File: src/rtl/sada_pkg.sv
// Shared types and constants for the slot allocator with a dense active set.
package sada_pkg;

    localparam int SLOT_W   = 8;
    localparam int STATUS_W = 2;
    localparam int COUNT_W  = 9;

    localparam logic OP_ALLOC = 1'b0;
    localparam logic OP_FREE  = 1'b1;

    localparam logic [STATUS_W-1:0] STATUS_OK         = 2'd0;
    localparam logic [STATUS_W-1:0] STATUS_FULL       = 2'd1;
    localparam logic [STATUS_W-1:0] STATUS_NOT_IN_USE = 2'd2;

    typedef struct packed {
        logic capture;
        logic alloc_commit;
        logic free_lookup;
        logic free_commit;
    } sada_cmd_t;

endpackage

File: src/rtl/sada_ctrl.sv
// Controller state machine that sequences allocate and free requests.
module sada_ctrl
    import sada_pkg::*;
(
    input  logic      clk,
    input  logic      rst_n,
    input  logic      start,
    input  logic      operation,
    output logic      busy,
    output sada_cmd_t cmd
);

    localparam logic [1:0] ST_IDLE     = 2'd0;
    localparam logic [1:0] ST_ALLOC    = 2'd1;
    localparam logic [1:0] ST_FREE_CHK = 2'd2;
    localparam logic [1:0] ST_FREE_UPD = 2'd3;

    logic [1:0] state_reg;
    logic [1:0] state_next;

    always_comb
    begin
        state_next = state_reg;
        cmd        = '0;
        case (state_reg)
            ST_IDLE:
            begin
                if (start)
                begin
                    cmd.capture = 1'b1;
                    state_next  = (operation == OP_FREE) ? ST_FREE_CHK : ST_ALLOC;
                end
            end
            ST_ALLOC:
            begin
                cmd.alloc_commit = 1'b1;
                state_next       = ST_IDLE;
            end
            ST_FREE_CHK:
            begin
                cmd.free_lookup = 1'b1;
                state_next      = ST_FREE_UPD;
            end
            ST_FREE_UPD:
            begin
                cmd.free_commit = 1'b1;
                state_next      = ST_IDLE;
            end
            default:
            begin
                state_next = ST_IDLE;
            end
        endcase
    end

    assign busy = (state_reg != ST_IDLE);

    always_ff @(posedge clk or negedge rst_n)
    begin
        if (!rst_n)
        begin
            state_reg <= ST_IDLE;
        end
        else
        begin
            state_reg <= state_next;
        end
    end

endmodule

File: config.mk
export PLATFORM = sky130hd
export DESIGN_NAME = sada_ctrl
export DESIGN_NICKNAME = d
export VERILOG_FILES = /design/src/rtl/sada_pkg.sv /design/src/rtl/sada_ctrl.sv
export SDC_FILE = /design/constraint.sdc
export NUM_CORES = 1
export LEC_CHECK = 0
export BUFFER_PORTS_ARGS = -buffer_cell sky130_fd_sc_hd__buf_2
export CAP_MARGIN = 20
export CORE_AREA = 5 5 42 44
export DETAILED_ROUTE_END_ITERATION = 10
export DIE_AREA = 0 0 47 49
export PLACE_DENSITY = 0.3
export SLEW_MARGIN = 20
export SYNTH_ARGS = -nofsm -noshare
export SYNTH_HDL_FRONTEND = slang
export SYNTH_SLANG_ARGS = --single-unit
File: constraint.sdc
create_clock -name clk -period 1.5 [get_ports clk]
set_input_delay 0 -clock clk [delete_from_list [all_inputs] [get_ports clk]]
set_output_delay 0 -clock clk [all_outputs]
set_load 0.02 [all_outputs]
==> flow_metrics.env, run 1 <==
export IMPL_multi_input_area_um2=55.1
export IMPL_sw_frac_of_total_pct=41.8
export IMPL_intPower_mw=0.264
export IMPL_hold_path_depth=3
export IMPL_grt_pass1_wl_um=565
export IMPL_end_kind="output port"
export IMPL_p_seq_share_pct=24.3
export IMPL_grt_antenna_before_repair=0
export IMPL_power_mw=0.453
export IMPL_relSlewSlack_pct=89.0
export IMPL_die_x_um=47
export IMPL_cts_buffers=3
export IMPL_initial_core_util_pct=8.04
export IMPL_status="finished, final reports clean"
export IMPL_r2r_start="state_reg[1]"
export IMPL_required_ns=1.50
export IMPL_syn_area_um2=113
export IMPL_rsz0062_at_grt="false"
export IMPL_grt_max_degree=7
export IMPL_synth_area_per_cell_um2=8.66
export IMPL_p_comb_share_pct=50.3
export IMPL_period_share_pct=73.8
export IMPL_worstSkewPairLatency_ns=0.22
export IMPL_crit_type="reg2out"
export IMPL_cp_arrival_ns=1.11
export IMPL_pin_count=9
export IMPL_clockPowerShare_pct=25.4
export IMPL_worst_hold_path_type="in2reg"
export IMPL_finalWorstSetupSlack_ns=0.394
export IMPL_ys_types=9
export IMPL_gp_congestion=0.689
export IMPL_whs_endpoint="state_reg[1]"
export IMPL_ys_seq_area_share_pct=44.4
export IMPL_slew_viol_final=0
export IMPL_placed_cell_area_um2=173
export IMPL_largest_reg_flops=2
export IMPL_std_cell_rows=14
export IMPL_detail_route_vias_per_cell=2.98
export IMPL_fmax_mhz=904
export IMPL_worstPathMaxFanout=5
export IMPL_netSwitchingPower_mw=0.190
export IMPL_ys_ff_latch=2
export IMPL_ys_warnings_count=0
export IMPL_final_common_cell="buf_2"
export IMPL_cts_max_path_buffers=2
export IMPL_nFillCells=161
export IMPL_post_cts_buffers=0
export IMPL_drtAntennaViolNets=0
export IMPL_worst_r2r_endpoint="state_reg[1]"
export IMPL_design_area_um2=205
export IMPL_r2r_slack_ns=0.81
export IMPL_synth_fp_nets=17
export IMPL_fin_crit_ns=1.11
export IMPL_drc=0
export IMPL_skew_ns=0.00141
export IMPL_worst_setup_path_start_kind="register"
export IMPL_syn_to_final_growth_pct=82.2
export IMPL_io_buffers=8
export IMPL_fin_nets=31
export IMPL_worst_slew_pin_slew_ns=0.165
export IMPL_grt_util_all_layers_pct=4.23
export IMPL_first_global_vias=138
export IMPL_vias=122
export IMPL_dp_hpwl_um=260
export IMPL_regArea_um2=50.0
export IMPL_dp_slack_ns=0.618
export IMPL_reg2reg_depth=2
export IMPL_peakVddDrop_mv=0.339
export IMPL_p_leak_nw=0.111
export IMPL_drive_gt1_share_pct=60.0
export IMPL_clk_pin_slew_ns=0.03
export IMPL_drt_wirelength_per_cell_um=7.59
export IMPL_mostFrequentLayoutCells="buf_2 (8), clkbuf_4 (3)"
export IMPL_dieArea_mm2=0.00230
export IMPL_syn_inst=13
export IMPL_cts_tree="built"
export IMPL_drtPass1Iterations=2
export IMPL_drt_iter0_markers=2
export IMPL_cts_sinks=2
export IMPL_finalHoldViolCount=0
export IMPL_cts_root_buf="clkbuf_4"
export IMPL_diodes=0
export IMPL_routed_wl_um=311
export IMPL_power_density_mw_per_mm2=2210
export IMPL_dieHeight_um=49
export IMPL_htreeDepth=1
export IMPL_hold_start="operation"
export IMPL_tns_ns=0
export IMPL_coreArea_mm2=0.00140
export IMPL_cap_violations=0
export IMPL_gr_total_overflow=0
export IMPL_setup_viol=0
[routing by layer]
layer | vias up | GRT usage (%) | share of wire, %
li1 | 64 | - | -
met3 | 0 | 6.27 | 25
met5 | - | 0 | 0
met4 | 0 | 4.15 | 0
met1 | 49 | 3.96 | 51
met2 | 9 | 3.62 | 23
[area by class of cell]
type                       count  share of cell area [%]
clock buffer                   3                    11.0
tap                           16                    9.76
multi-input combinational      9                    26.8
timing repair buffer           9                    24.4
inverter                       2                    3.66
sequential                     2                    24.4
[power groups by stage]
stage	sequential (mW)	combinational [mW]	clock, mW
5_1_grt	0.120	0.254	0.128
4_1_cts	0.110	0.232	0.125
3_5_place_dp	0.110	0.229	0
6_report	0.110	0.228	0.115
3_3_place_gp	0.107	0.228	0
2_1_floorplan	0.103	0.164	0
[kinds of logic (layout without fill, tap and decap cells)]
kind of cell / count (synthesis) / in the layout / synth area share [%]
buffers and inverters: 2 / 14 / 6.67
AOI/OAI and AO/OA: 2 / 2 / 8.89
and+or+nand+nor: 7 / 7 / 40.0
DFF: 2 / 2 / 44.4
[what timing repair did]
| item | CTS | global route |
|---|---|---|
| resized for setup | 0 | 0 |
| hold buffers | 1 | 0 |
| endpoints found under the hold margin | 2 | 0 |
[worst max path at each step]
stage	start	endpoint	cells past startpoint
after floorplan	state_reg[1]	cmd[3]	2
after global placement	state_reg[1]	cmd[3]	3
after detailed placement	state_reg[0]	cmd[3]	3
after CTS	state_reg[0]	cmd[3]	3
after global routing	state_reg[1]	cmd[3]	3
final	state_reg[1]	cmd[3]	3
[critical path, stage by stage (launching register included)]
cell	delay, ns
dfrtp_1	0.40
or2_4	0.26
nor2_2	0.07
buf_2	0.16
[synth_stat cells]
cell / n / area, um^2
or2_4: 1 / 8.76
inv_1: 2 / 7.51
nand2b_1: 1 / 6.26
and2b_2: 1 / 8.76
dfrtp_1: 2 / 50.1
nor2_1: 2 / 7.51
and2_2: 1 / 7.51
nor2_2: 1 / 6.26
a21oi_1: 2 / 10.0
[per-stage QoR]
step                      utilization, %  instances  hold slack (ns)
after floorplan                        -         13           -0.296
after global placement              12.3         37           -0.213
after detailed placement            12.3         37           -0.213
after CTS                           14.6         41           0.0309
after global routing                14.6         41           0.0729
final                               14.6         41           0.0425
Power figures use the tool's default switching activity.
==> run 2: changes to the inputs <==
Clock period 1.5 ns to 1.05 ns, I/O delays scaled along.
==> flow_metrics.env, run 2 (synthesized netlist as in run 1, its figures left out) <==
export IMPL_fin_crit_ns=1.08
export IMPL_slew_viol_final=0
export IMPL_htreeDepth=1
export IMPL_p_comb_share_pct=58.2
export IMPL_cts_tree="built"
export IMPL_die_x_um=47
export IMPL_crit_type="reg2out"
export IMPL_relSlewSlack_pct=92.1
export IMPL_gp_congestion=0.687
export IMPL_dp_cells=37
export IMPL_drive_gt1_share_pct=63.0
export IMPL_stdcell_count=43
export IMPL_grt_pass1_wl_um=614
export IMPL_largest_reg_flops=2
export IMPL_required_ns=1.05
export IMPL_grt_util_all_layers_pct=4.51
export IMPL_intPower_mw=0.448
export IMPL_routed_wl_um=367
export IMPL_worst_slew_pin_slew_ns=0.119
export IMPL_sw_frac_of_total_pct=40.3
export IMPL_dieArea_mm2=0.00230
export IMPL_detail_route_vias_per_cell=3.09
export IMPL_std_cell_rows=14
export IMPL_first_global_vias=158
export IMPL_design_area_um2=234
export IMPL_pin_count=9
export IMPL_mostFrequentLayoutCells="buf_2 (6), clkbuf_4 (3), buf_4 (3)"
export IMPL_vias=133
export IMPL_drc=0
export IMPL_cts_buffers=3
export IMPL_fin_nets=33
export IMPL_grt_max_degree=5
export IMPL_rsz0062_at_grt="true"
export IMPL_clockPowerShare_pct=22.8
export IMPL_period_share_pct=102
export IMPL_power_density_mw_per_mm2=3210
export IMPL_final_common_cell="buf_2"
export IMPL_skew_ns=0.00212
export IMPL_utilization_pct=16.7
export IMPL_netSwitchingPower_mw=0.302
export IMPL_clk_pin_slew_ns=0.03
export IMPL_worstPathMaxFanout=4
export IMPL_syn_to_final_growth_pct=108
export IMPL_finalHoldViolCount=0
export IMPL_placed_cell_area_um2=173
export IMPL_io_buffers=8
export IMPL_status="complete, but fails checks"
export IMPL_cts_root_buf="clkbuf_4"
export IMPL_nFillCells=164
export IMPL_setup_viol=1
export IMPL_end_kind="output port"
export IMPL_cts_sinks=2
export IMPL_p_seq_share_pct=19.0
export IMPL_worst_setup_path_start_kind="register"
export IMPL_violations="setup timing"
export IMPL_gr_total_overflow=0
export IMPL_drtAntennaViolNets=0
export IMPL_initial_core_util_pct=8.04
export IMPL_finalWorstSetupSlack_ns=-0.0250
export IMPL_drtPass1Iterations=4
export IMPL_fmax_mhz=930
export IMPL_coreArea_mm2=0.00140
export IMPL_worstSkewPairLatency_ns=0.22
export IMPL_drt_iter0_markers=2
export IMPL_grt_antenna_before_repair=0
export IMPL_cts_max_path_buffers=2
export IMPL_worst_hold_path_type="in2reg"
export IMPL_cap_violations=0
export IMPL_dieHeight_um=49
export IMPL_cp_arrival_ns=1.08
export IMPL_diodes=0
export IMPL_peakVddDrop_mv=0.589
export IMPL_p_leak_nw=0.123
export IMPL_drt_wirelength_per_cell_um=8.53
## run 2: power groups by stage
| stage | Clock, mW | Sequential (mW) | Combinational (mW) |
|---|---|---|---|
| 4_1_cts | 0.185 | 0.141 | 0.430 |
| 2_1_floorplan | 0 | 0.147 | 0.234 |
| 6_report | 0.171 | 0.143 | 0.437 |
| 3_3_place_gp | 0 | 0.152 | 0.325 |
| 5_1_grt | 0.184 | 0.149 | 0.480 |
| 3_5_place_dp | 0 | 0.157 | 0.329 |
## run 2: timing repair
action,in CTS,in global routing
gates resized for setup,3,1
pin swaps,1,1
endpoints found under the hold margin,2,0
hold buffers,1,0
setup buffers,2,0
gates cloned,0,0
setup endpoints to repair,2,3
## run 2: critical path, cell delays in order, from the launching register on
cell and delay, ns:
dfrtp_1 0.39, or2_4 0.27, nor2_4 0.08, buf_6 0.12
## run 2: through the flow
stage	setup slack (ns)	power [mW]	hold slack [ns]	setup TNS, ns
finish	-0.0250	0.751	0.0336	-0.0250
global route	-0.0717	0.812	0.0597	-0.105
CTS	-0.0358	0.755	0.0166	-0.0358
detailed placement	0.156	0.486	-0.214	0
global placement	0.182	0.478	-0.213	0
floorplan	0.173	0.381	-0.296	0
## run 2: layout make-up
cell class              count  area [um^2]  area share, %
flip-flops and latches      2         50.0           21.4
multi-input cells           9         60.1           25.7
inverters                   2         7.51           3.21
repair buffers             11         73.8           31.6
clock buffers               3         22.5           9.63
well taps                  16         20.0           8.56
## run 2: metal layers
| layer | share of wire (%) | wire length, um | vias to the layer above | track usage (%) |
|---|---|---|---|---|
| li1 | - | - | 67 | - |
| met1 | 41 | 151 | 53 | 4.63 |
| met2 | 31 | 113 | 11 | 3.85 |
| met3 | 23 | 86 | 2 | 4.06 |
| met4 | 4.1 | 15 | 0 | 6.91 |
| met5 | 0 | 0 | - | 0 |
## run 2: worst paths after layout
path | from | endpoint | slack (ns) | cells past startpoint
min | operation | state_reg[1] | 0.03 | 3
min reg2reg | state_reg[0] | state_reg[1] | 0.57 | 2
min in group asynchronous | rst_n | state_reg[1] | 0.11 | 2
max reg2reg | state_reg[1] | state_reg[1] | 0.24 | 3
max | state_reg[1] | cmd[3] | -0.03 | 3
max in group asynchronous | rst_n | state_reg[0] | 0.85 | 2
